==> src/hw/rtl/omg_queue.sv <==
// Two-entry queue that decouples the front end from the table scan.
// No dependencies.
module omg_queue #(
    parameter int WIDTH = 8
) (
    input  logic             i_clk,
    input  logic             i_rst_n,
    input  logic             i_valid,
    output logic             o_ready,
    input  logic [WIDTH-1:0] i_data,
    output logic             o_valid,
    input  logic             i_ready,
    output logic [WIDTH-1:0] o_data
);
    logic [WIDTH-1:0] r_buf [2];
    logic             r_wp;
    logic             r_rp;
    logic [1:0]       r_cnt;
    logic             push;
    logic             pop;

    assign o_ready = (r_cnt != 2'd2);
    assign o_valid = (r_cnt != 2'd0);
    assign o_data  = r_buf[r_rp];
    assign push    = i_valid && o_ready;
    assign pop     = o_valid && i_ready;

    always_ff @(posedge i_clk) begin
        if (!i_rst_n) begin
            r_wp  <= 1'b0;
            r_rp  <= 1'b0;
            r_cnt <= 2'd0;
        end else begin
            if (push) r_wp <= !r_wp;
            if (pop)  r_rp <= !r_rp;
            case ({push, pop})
                2'b10:   r_cnt <= r_cnt + 2'd1;
                2'b01:   r_cnt <= r_cnt - 2'd1;
                default: r_cnt <= r_cnt;
            endcase
        end
    end

    always_ff @(posedge i_clk) begin
        if (push) begin
            r_buf[r_wp] <= i_data;
        end
    end
endmodule

==> config.mk <==
export PLATFORM = sky130hd
export DESIGN_NAME = omg_queue
export DESIGN_NICKNAME = d
export VERILOG_FILES = /design/src/hw/rtl/omg_queue.sv
export SDC_FILE = /design/constraint.sdc
export NUM_CORES = 1
export LEC_CHECK = 0
export BUFFER_PORTS_ARGS = -buffer_cell sky130_fd_sc_hd__buf_4
export CORE_MARGIN = 2
export CORE_UTILIZATION = 49
export CTS_CLUSTER_SIZE = 10
export DETAILED_ROUTE_END_ITERATION = 6
export HOLD_SLACK_MARGIN = 0.08
export PLACE_DENSITY = 0.75
export SLEW_MARGIN = 20
export SYNTH_ARGS = -nofsm -noshare
export SYNTH_HDL_FRONTEND = slang
export SYNTH_SLANG_ARGS = --single-unit
export TNS_END_PERCENT = 5
==> constraint.sdc <==
create_clock -name i_clk -period 2.2 [get_ports i_clk]
set_clock_uncertainty 0.15 [all_clocks]
set_input_delay 0.44 -clock i_clk [delete_from_list [all_inputs] [get_ports i_clk]]
set_output_delay 0.44 -clock i_clk [all_outputs]
set_load 0.02 [all_outputs]
==> impl_metrics.py <==
metrics = {
    "outcome": {
        "status": "finished, final reports clean",
    },
    "placement": {
        "port_buffers": 21,
        "gp_congestion": 0.771,
        "dp_hpwl_um": 856,
    },
    "setup_path": {
        "cp_slowest_cell": "dfxtp_1",
        "cp-end-kind": "output pin",
        "slowest_delay_ns": 0.55,
        "critPathKind": "reg -> out",
        "crit_arrival_ns": 1.38,
        "critPathLaunchType": "flip-flop",
        "critPathMaxFanout": 8,
        "cp_cell_sequence": "mux2_2 > buf_4",
        "cp.required_ns": 1.61,
    },
    "worst_hold_path": {
        "hold_path_class": "in -> reg",
    },
    "pwr": {
        "p_leak_nw": 0.401,
        "power.density_nw_per_um2": 1180,
        "peakVddDrop_v": 0.000635,
    },
    "yosys": {
        "synthFlopType": "edfxtp_1",
        "async_reset_ff_frac": 0,
        "ys_seq_area_frac": 0.724,
        "synth_most_common_cell": "edfxtp_1",
        "synth-seq-cells": 21,
        "synth_commonest_cells": "edfxtp_1 (16), mux2_2 (8), dfxtp_1 (5)",
        "ys_types": 19,
        "synthTopCellsByArea": "edfxtp_1 (60%), dfxtp_1 (12%), mux2_2 (11%)",
        "yosysTopAreaCell": "edfxtp_1",
        "syn_inst": 50,
        "synth_area_um2": 802,
        "synth_top_area_share": 0.599,
        "synth_edf_count": 16,
        "syn_nets": 63,
        "avgSynthCellArea_um2": 16.0,
        "yosysWarnings": 0,
    },
    "global_routing": {
        "grt_pass1_wl_mm": 1.86,
        "first_global_vias": 447,
        "gr-total-overflow": 0,
        "antenna_found_initial": 0,
        "grt_max_degree": 13,
        "track_usage": 0.138,
    },
    "clock_network": {
        "ctsHoldBuffers": 0,
        "path_clk_slew_ns": 0.11,
        "ctsResizeCount": 0,
        "clock-sinks": 21,
        "cts.path.max_buffers": 2,
        "ctsHtreeMaxLevel": 1,
        "clkLatencyLatePin_ns": 0.29,
        "cts_buffers": 3,
        "cts_tree": "yes",
        "cts_setup_buffers": 0,
        "cts-root-buf": "clkbuf_4",
    },
    "detailed_routing": {
        "wl_per_cell_um": 13.2,
        "via_per_inst": 5.16,
        "vias": 464,
        "drtIter0Drc": 9,
        "drc_errors": 0,
        "dr.pass1.iters": 2,
        "finalWirelength_mm": 1.19,
        "detail-route-antenna-nets": 0,
    },
    "timing": {
        "hold_viol": 0,
        "relSlewSlack": 0.735,
        "fin_tns_setup_ns": 0,
        "setup_viol_count_final": 0,
        "tightest_slew_ns": 0.398,
        "slew_viol_final": 0,
        "rsz0062_at_grt": "false",
        "fin_crit_sh": 0.897,
        "min_period_ns": 1.97,
        "max_freq_mhz": 507,
    },
    "die": {
        "die_y_um": 44.5,
        "start_util": 0.526,
        "dieArea_um2": 1980,
        "fp-row-count": 14,
        "core_um2": 1520,
        "ios": 22,
        "die-width_um": 44.5,
    },
    "cells_and_area": {
        "drive_gt1_frac": 0.473,
        "utilization": 0.658,
        "syn2layout_area_growth_pct": 25.0,
        "antenna_cells": 0,
        "nets": 88,
    },
    "run": {
        "cap_violations": 0,
    },
}
-- power breakdown --
part           total (W)  switching [W]  leakage (nW)  internal [W]
logic           0.000445       0.000221         0.193      0.000224
clock network   0.000179       0.000111        0.0177     0.0000676
registers       0.000564      0.0000536         0.191      0.000510
-- final timing paths --
path	startpoint	end	slack [ns]	depth (start not counted)
hold / removal	i_data[0]	r_buf[1][0]	0.17	1
setup reg to reg	r_cnt[0]	r_cnt[1]	0.45	5
hold reg to reg	r_cnt[1]	r_cnt[1]	0.37	2
setup / recovery	flip-flop	o_data[3]	0.23	2
-- cells by family after synthesis --
logic type	after synthesis	share of synthesized area
simple gates	9	0.0593
fa+ha+maj	1	0.0156
xor+xnor	3	0.0328
buf+inv	3	0.0156
mux	8	0.112
compound gates	5	0.0406
flops	21	0.724
-- per-stage QoR --
step | cell area (µm²) | hold slack [ns] | total power (W) | setup slack, ns | std cells
finish | 1000 | 0.169 | 0.00119 | 0.228 | 90
floorplan | 802 | 0.330 | 0.000863 | 0.428 | 50
global placement | 975 | 0.362 | 0.00102 | 0.483 | 86
CTS | 1000 | 0.161 | 0.00120 | 0.187 | 90
global route | 1000 | 0.155 | 0.00125 | 0.150 | 90
detailed placement | 975 | 0.364 | 0.00102 | 0.462 | 86
-- layout by cell type, fill, tap and decap left out, types with 2 or more instances in the layout --
cell       n
a21oi_1    2
nor2_1     3
edfxtp_1  16
mux2_2     8
xnor2_1    2
buf_4     21
inv_1      2
clkbuf_4   3
dfxtp_1    5
-- worst max-delay path: cells and delay by family, from the launching register on --
| family | cells | cell delay [ns] |
|---|---|---|
| flip-flops | 1 | 0.55 |
| buffers and inverters | 1 | 0.16 |
| multiplexers | 1 | 0.38 |
-- routing by layer --
metal	routed length, µm	GRT usage	part of all wire	vias up
met2	594	0.232	0.50	11
met4	9	0.109	0.0076	0
met5	0	0	0	-
met1	521	0.148	0.44	221
met3	63	0.0327	0.053	2
li1	-	-	-	230
-- flip-flops by register name, indices dropped and copies added, names as in the netlist, named ones only --
name and flops:
r_buf 16, r_cnt 2, r_rp 1, r_wp 1
-- final cells by class --
cell class / instances / area [µm²]
fillers: 122 / 522
flip-flops and latches: 21 / 581
clock inverters: 1 / 5.00
repair buffers: 21 / 158
inverters: 2 / 7.51
well taps: 16 / 20.0
multi-input cells: 26 / 209
clock buffers: 3 / 22.5
Power figures use the tool's default switching activity.
