File: config.mk
export PLATFORM = sky130hd
export DESIGN_NAME = omg_front
export DESIGN_NICKNAME = d
export VERILOG_FILES = /design/src/hw/rtl/omg_pkg.sv /design/src/hw/rtl/omg_front.sv
export SDC_FILE = /design/constraint.sdc
export NUM_CORES = 1
export LEC_CHECK = 0
export CORE_UTILIZATION = 59
export DETAILED_ROUTE_END_ITERATION = 12
export DONT_BUFFER_PORTS = 1
export GPL_ROUTABILITY_DRIVEN = 0
export PLACE_DENSITY = 0.75
export SLEW_MARGIN = 10
export SYNTH_ARGS = -nofsm -noshare
export SYNTH_HDL_FRONTEND = slang
export SYNTH_SLANG_ARGS = --single-unit
File: constraint.sdc
create_clock -name i_clk -period 7.7 [get_ports i_clk]
set_input_delay 0.77 -clock i_clk [delete_from_list [all_inputs] [get_ports i_clk]]
set_output_delay 0.77 -clock i_clk [all_outputs]
set_load 0.005 [all_outputs]
File: src/hw/rtl/omg_pkg.sv
// Shared types and constants for the object map gated association block.
// No dependencies.
package omg_pkg;

    localparam int NUM_GATES = 5;
    localparam int GATE_BITS = 16;
    localparam int CFG_IDX_BITS = 3;
    localparam int CLASS_BITS = 5;
    localparam int EXT_BITS = 16;
    localparam int CONF_BITS = 16;
    localparam int GSQ_BITS = 2 * GATE_BITS;
    localparam int ACTION_BITS = 2;
    localparam int ID_BITS = 7;

    // register indexes
    localparam logic [CFG_IDX_BITS-1:0] REG_DEFAULT_GATE = 3'd0;
    localparam logic [CFG_IDX_BITS-1:0] REG_BOTTLE_GATE  = 3'd1;
    localparam logic [CFG_IDX_BITS-1:0] REG_CHAIR_GATE   = 3'd2;
    localparam logic [CFG_IDX_BITS-1:0] REG_PERSON_GATE  = 3'd3;
    localparam logic [CFG_IDX_BITS-1:0] REG_MONITOR_GATE = 3'd4;

    localparam logic [GATE_BITS-1:0] DEFAULT_GATE_RST = 16'd614;
    localparam logic [GATE_BITS-1:0] BOTTLE_GATE_RST  = 16'd61;
    localparam logic [GATE_BITS-1:0] CHAIR_GATE_RST   = 16'd512;
    localparam logic [GATE_BITS-1:0] PERSON_GATE_RST  = 16'd358;
    localparam logic [GATE_BITS-1:0] MONITOR_GATE_RST = 16'd256;

    localparam logic [CLASS_BITS-1:0] CLASS_BOTTLE  = 5'd5;
    localparam logic [CLASS_BITS-1:0] CLASS_CHAIR   = 5'd9;
    localparam logic [CLASS_BITS-1:0] CLASS_PERSON  = 5'd15;
    localparam logic [CLASS_BITS-1:0] CLASS_MONITOR = 5'd20;

    typedef enum logic [ACTION_BITS-1:0] {
        ACT_INSERT = 2'd0,
        ACT_MERGE  = 2'd1,
        ACT_DROP   = 2'd2
    } t_action;

    typedef enum logic [1:0] {
        ST_IDLE,
        ST_SCAN,
        ST_DRAIN,
        ST_DECIDE
    } t_back_state;

endpackage

File: src/hw/rtl/omg_front.sv
// Front end: gate registers, detection intake, gate lookup and squaring.
// Depends on omg_pkg.
module omg_front #(
    parameter int COORD_BITS = 16,
    parameter int CMD_BITS = 5 + 3 * 16 + 64 + 32
) (
    input  logic                            i_clk,
    input  logic                            i_rst_n,
    input  logic                            i_valid,
    output logic                            o_ready,
    input  logic [omg_pkg::CLASS_BITS-1:0]  i_obj_class,
    input  logic signed [COORD_BITS-1:0]    i_centre_x,
    input  logic signed [COORD_BITS-1:0]    i_centre_y,
    input  logic signed [COORD_BITS-1:0]    i_centre_z,
    input  logic [omg_pkg::EXT_BITS-1:0]    i_extent_x,
    input  logic [omg_pkg::EXT_BITS-1:0]    i_extent_y,
    input  logic [omg_pkg::EXT_BITS-1:0]    i_extent_z,
    input  logic [omg_pkg::CONF_BITS-1:0]   i_confidence,
    input  logic                            i_cfg_valid,
    output logic                            o_cfg_ready,
    input  logic [omg_pkg::CFG_IDX_BITS-1:0] i_cfg_index,
    input  logic [omg_pkg::GATE_BITS-1:0]   i_cfg_data,
    output logic                            o_cmd_valid,
    input  logic                            i_cmd_ready,
    output logic [CMD_BITS-1:0]             o_cmd
);
    typedef struct packed {
        logic [omg_pkg::CLASS_BITS-1:0] cls;
        logic [COORD_BITS-1:0]          cx;
        logic [COORD_BITS-1:0]          cy;
        logic [COORD_BITS-1:0]          cz;
        logic [omg_pkg::EXT_BITS-1:0]   ex;
        logic [omg_pkg::EXT_BITS-1:0]   ey;
        logic [omg_pkg::EXT_BITS-1:0]   ez;
        logic [omg_pkg::CONF_BITS-1:0]  conf;
        logic [omg_pkg::GSQ_BITS-1:0]   gsq;
    } t_cmd;

    logic [omg_pkg::GATE_BITS-1:0] r_gate [omg_pkg::NUM_GATES];
    logic                          r_v;
    t_cmd                          r_cmd;
    t_cmd                          n_cmd;
    logic [omg_pkg::GATE_BITS-1:0] gate_sel;
    logic                          take;

    assign o_cfg_ready = 1'b1;
    assign o_ready     = !r_v || i_cmd_ready;
    assign take        = i_valid && o_ready;
    assign o_cmd_valid = r_v;
    assign o_cmd       = r_cmd;

    always_ff @(posedge i_clk) begin
        if (!i_rst_n) begin
            r_gate[0] <= omg_pkg::DEFAULT_GATE_RST;
            r_gate[1] <= omg_pkg::BOTTLE_GATE_RST;
            r_gate[2] <= omg_pkg::CHAIR_GATE_RST;
            r_gate[3] <= omg_pkg::PERSON_GATE_RST;
            r_gate[4] <= omg_pkg::MONITOR_GATE_RST;
        end else if (i_cfg_valid) begin
            case (i_cfg_index)
                omg_pkg::REG_DEFAULT_GATE: r_gate[0] <= i_cfg_data;
                omg_pkg::REG_BOTTLE_GATE:  r_gate[1] <= i_cfg_data;
                omg_pkg::REG_CHAIR_GATE:   r_gate[2] <= i_cfg_data;
                omg_pkg::REG_PERSON_GATE:  r_gate[3] <= i_cfg_data;
                omg_pkg::REG_MONITOR_GATE: r_gate[4] <= i_cfg_data;
                default: ;
            endcase
        end
    end

    always_comb begin
        case (i_obj_class)
            omg_pkg::CLASS_BOTTLE:  gate_sel = r_gate[1];
            omg_pkg::CLASS_CHAIR:   gate_sel = r_gate[2];
            omg_pkg::CLASS_PERSON:  gate_sel = r_gate[3];
            omg_pkg::CLASS_MONITOR: gate_sel = r_gate[4];
            default:                gate_sel = r_gate[0];
        endcase
        n_cmd.cls  = i_obj_class;
        n_cmd.cx   = i_centre_x;
        n_cmd.cy   = i_centre_y;
        n_cmd.cz   = i_centre_z;
        n_cmd.ex   = i_extent_x;
        n_cmd.ey   = i_extent_y;
        n_cmd.ez   = i_extent_z;
        n_cmd.conf = i_confidence;
        n_cmd.gsq  = gate_sel * gate_sel;
    end

    always_ff @(posedge i_clk) begin
        if (!i_rst_n) begin
            r_v <= 1'b0;
        end else if (o_ready) begin
            r_v <= i_valid;
        end
    end

    always_ff @(posedge i_clk) begin
        if (take) begin
            r_cmd <= n_cmd;
        end
    end
endmodule

==> impl_metrics.env <==
export IMPL_outcome="finished, final reports clean"
export IMPL_cts_hold_buf=0
export IMPL_ys_seq_area_share_pct=45.4
export IMPL_final_common_cell="inv_1"
export IMPL_wire_per_inst_um=19.1
export IMPL_grt_pass1_vias=9140
export IMPL_synth_area_um2=15100
export IMPL_core_area_um2=25200
export IMPL_critPathMostFrequentCell="fa_1"
export IMPL_setup_ws_ns=0.669
export IMPL_start_util_pct=60.1
export IMPL_post_place_ws_ns=0.169
export IMPL_cts_buffers_inserted=23
export IMPL_vias=8737
export IMPL_final_setup_viol_count=0
export IMPL_syn_area_per_cell_um2=12.6
export IMPL_cts_root_buffer_cell="clkbuf_16"
export IMPL_synth_cells=1200
export IMPL_synth_async_reset_ratio_pct=0
export IMPL_cp_required_ns=7.96
export IMPL_fin_nets=1630
export IMPL_drv_cap=0
export IMPL_synth_edff_count=228
export IMPL_cts_tree="yes"
export IMPL_endpoint_kind="flip-flop"
export IMPL_postCtsSetupBuffers=0
export IMPL_grt_overflow_total=0
export IMPL_fmax_mhz=142
export IMPL_ff_latch_area_um2=6870
export IMPL_multi_input_area_um2=7130
export IMPL_ys_types=70
export IMPL_ant_nets=0
export IMPL_min_path_type="primary input to flip-flop"
export IMPL_ys_flop_type="edfxtp_1"
export IMPL_grt_usage_pct=23.6
export IMPL_antenna_cells=0
export IMPL_die_area_um2=26300
export IMPL_cts_sinks=229
export IMPL_portBuffers=0
export IMPL_drt_first_pass_iters=5
export IMPL_drive_gt1_share_pct=10.2
export IMPL_grt_pass1_wl_um=48100
export IMPL_syn_nets=1600
export IMPL_viasPerCell=5.54
export IMPL_critical_path_arrival_ns=7.29
export IMPL_startpoint_type="primary input"
export IMPL_slowest_delay_ns=0.54
export IMPL_area_growth_syn_to_layout_pct=8.09
export IMPL_synthTopCellsByArea="edfxtp_1 (45%), fa_1 (22%), ha_1 (7.9%)"
export IMPL_slew_headroom_pct=44.0
export IMPL_antenna_found_initial=0
export IMPL_yosys_warnings=0
export IMPL_cpMaxStageDelayCell="fa_1"
export IMPL_drv_slew=0
export IMPL_period_share_pct=91.3
export IMPL_clkTransAtPathRegs_ns=0.06
export IMPL_setup_tns_ns=0
export IMPL_placementRows=58
export IMPL_post_route_min_period_ns=7.03
export IMPL_drtIter0Drc=608
export IMPL_worstSetupPathType="primary input to flip-flop"
export IMPL_fin_skew_ns=0.0164
export IMPL_yosys_register_bits=229
export IMPL_path_max_fanout=34
export IMPL_synth_top_area_share_pct=45.2
export IMPL_clk_path_buf_depth=3
export IMPL_timing_final_hold_violations=0
export IMPL_chipWidth_um=162
export IMPL_cts_htree_levels=1
export IMPL_placed_cells=1535
export IMPL_grt_max_degree=72
export IMPL_ios=293
export IMPL_place_area_um2=15600
export IMPL_yosysTopAreaCell="edfxtp_1"
export IMPL_insertion_delay_ns=0.52
export IMPL_stdcell_area_um2=16400
export IMPL_routed_wl_um=30200
export IMPL_ctsResizeCount=0
export IMPL_tightest_slew_ns=0.839
export IMPL_hpwl_um=24100
export IMPL_mostFrequentLayoutCells="inv_1 (238), edfxtp_1 (228), fa_1 (163)"
export IMPL_fillers=1833
export IMPL_fp_dieH_um=162
export IMPL_grt_setup_unrepaired="false"
export IMPL_drc=0
export IMPL_stdcell_count=1576
-- cell families after synthesis --
logic type | after synthesis | share of synthesized area (%)
flip-flops | 229 | 45.4
other | 2 | 0.0496
XOR/XNOR | 37 | 2.14
adder cells (fa/ha/maj) | 259 | 29.5
AND/OR/NAND/NOR | 251 | 7.94
buffers and inverters | 283 | 7.63
AO/OA/AOI/OAI | 139 | 7.39
-- registers in the layout (all words and copies together) (netlist names) --
| signal | cells |
|---|---|
| o_cmd | 148 |
| o_cmd_valid | 1 |
| r_gate | 80 |
-- metrics by stage --
stage | hold WS, ns | utilization, %
final | 0.339 | 65.0
after global routing | 0.320 | 65.0
after CTS | 0.320 | 65.0
after detailed placement | 0.588 | 62.1
after global placement | 0.574 | 62.1
after floorplan | 0.537 | -
-- path summary, 6_finish.rpt --
| kind | start | to | slack (ns) | cells after the start |
|---|---|---|---|---|
| hold reg to reg | o_cmd_valid | o_cmd_valid | 0.60 | 2 |
| hold / removal | i_centre_x[8] | o_cmd[136] | 0.34 | 0 |
| setup reg to reg | r_gate[0][33] | o_cmd[28] | 1.11 | 23 |
| setup / recovery | i_obj_class[2] | o_cmd[28] | 0.67 | 26 |
-- routing by layer --
| layer | track usage, % | share of wire, % | wire length (um) | vias up |
|---|---|---|---|---|
| met4 | 6.86 | 2.4 | 731 | 0 |
| li1 | - | - | - | 4004 |
| met5 | 0 | 0 | 0 | - |
| met1 | 32.0 | 41 | 12500 | 4263 |
| met2 | 39.3 | 48 | 14600 | 419 |
| met3 | 4.37 | 7.7 | 2320 | 51 |
-- cells in the mapped netlist, types with 4 or more instances --
master / number
clkbuf_1: 10
xor2_1: 14
a31oi_1: 4
inv_1: 238
nor2_1: 64
inv_2: 16
nor3_1: 7
a31o_2: 5
and2_1: 24
o31ai_1: 5
a31o_4: 5
and3_1: 4
buf_2: 4
nand3_1: 6
buf_4: 5
fa_1: 163
nor2_4: 5
o21ai_0: 15
edfxtp_1: 228
a22oi_1: 27
nand2_2: 7
nand2_1: 100
ha_1: 96
nand2b_1: 16
xnor2_1: 23
a21oi_1: 30
buf_6: 9
a31oi_4: 4
a21o_1: 11
-- critical path, delay by kind of cell --
family | cells | cell delay [ns]
adders and majority gates | 7 | 3.37
and+or+nand+nor | 3 | 0.41
xor gates and xnor gates | 2 | 0.21
buffers and inverters | 7 | 0.67
AOI/OAI and AO/OA | 7 | 1.82
-- layout make-up --
type,instances,share of cell area [%]
Clock buffer,24,3.54
Clock inverter,17,0.956
Inverter,255,5.86
Multi-Input combinational cell,688,43.6
Sequential cell,229,42.0
Tap cell,330,2.52
Timing Repair Buffer,33,1.59
Power is not shown: default switching activity piles up to over one toggle a cycle in this logic, so the estimate is an artifact.
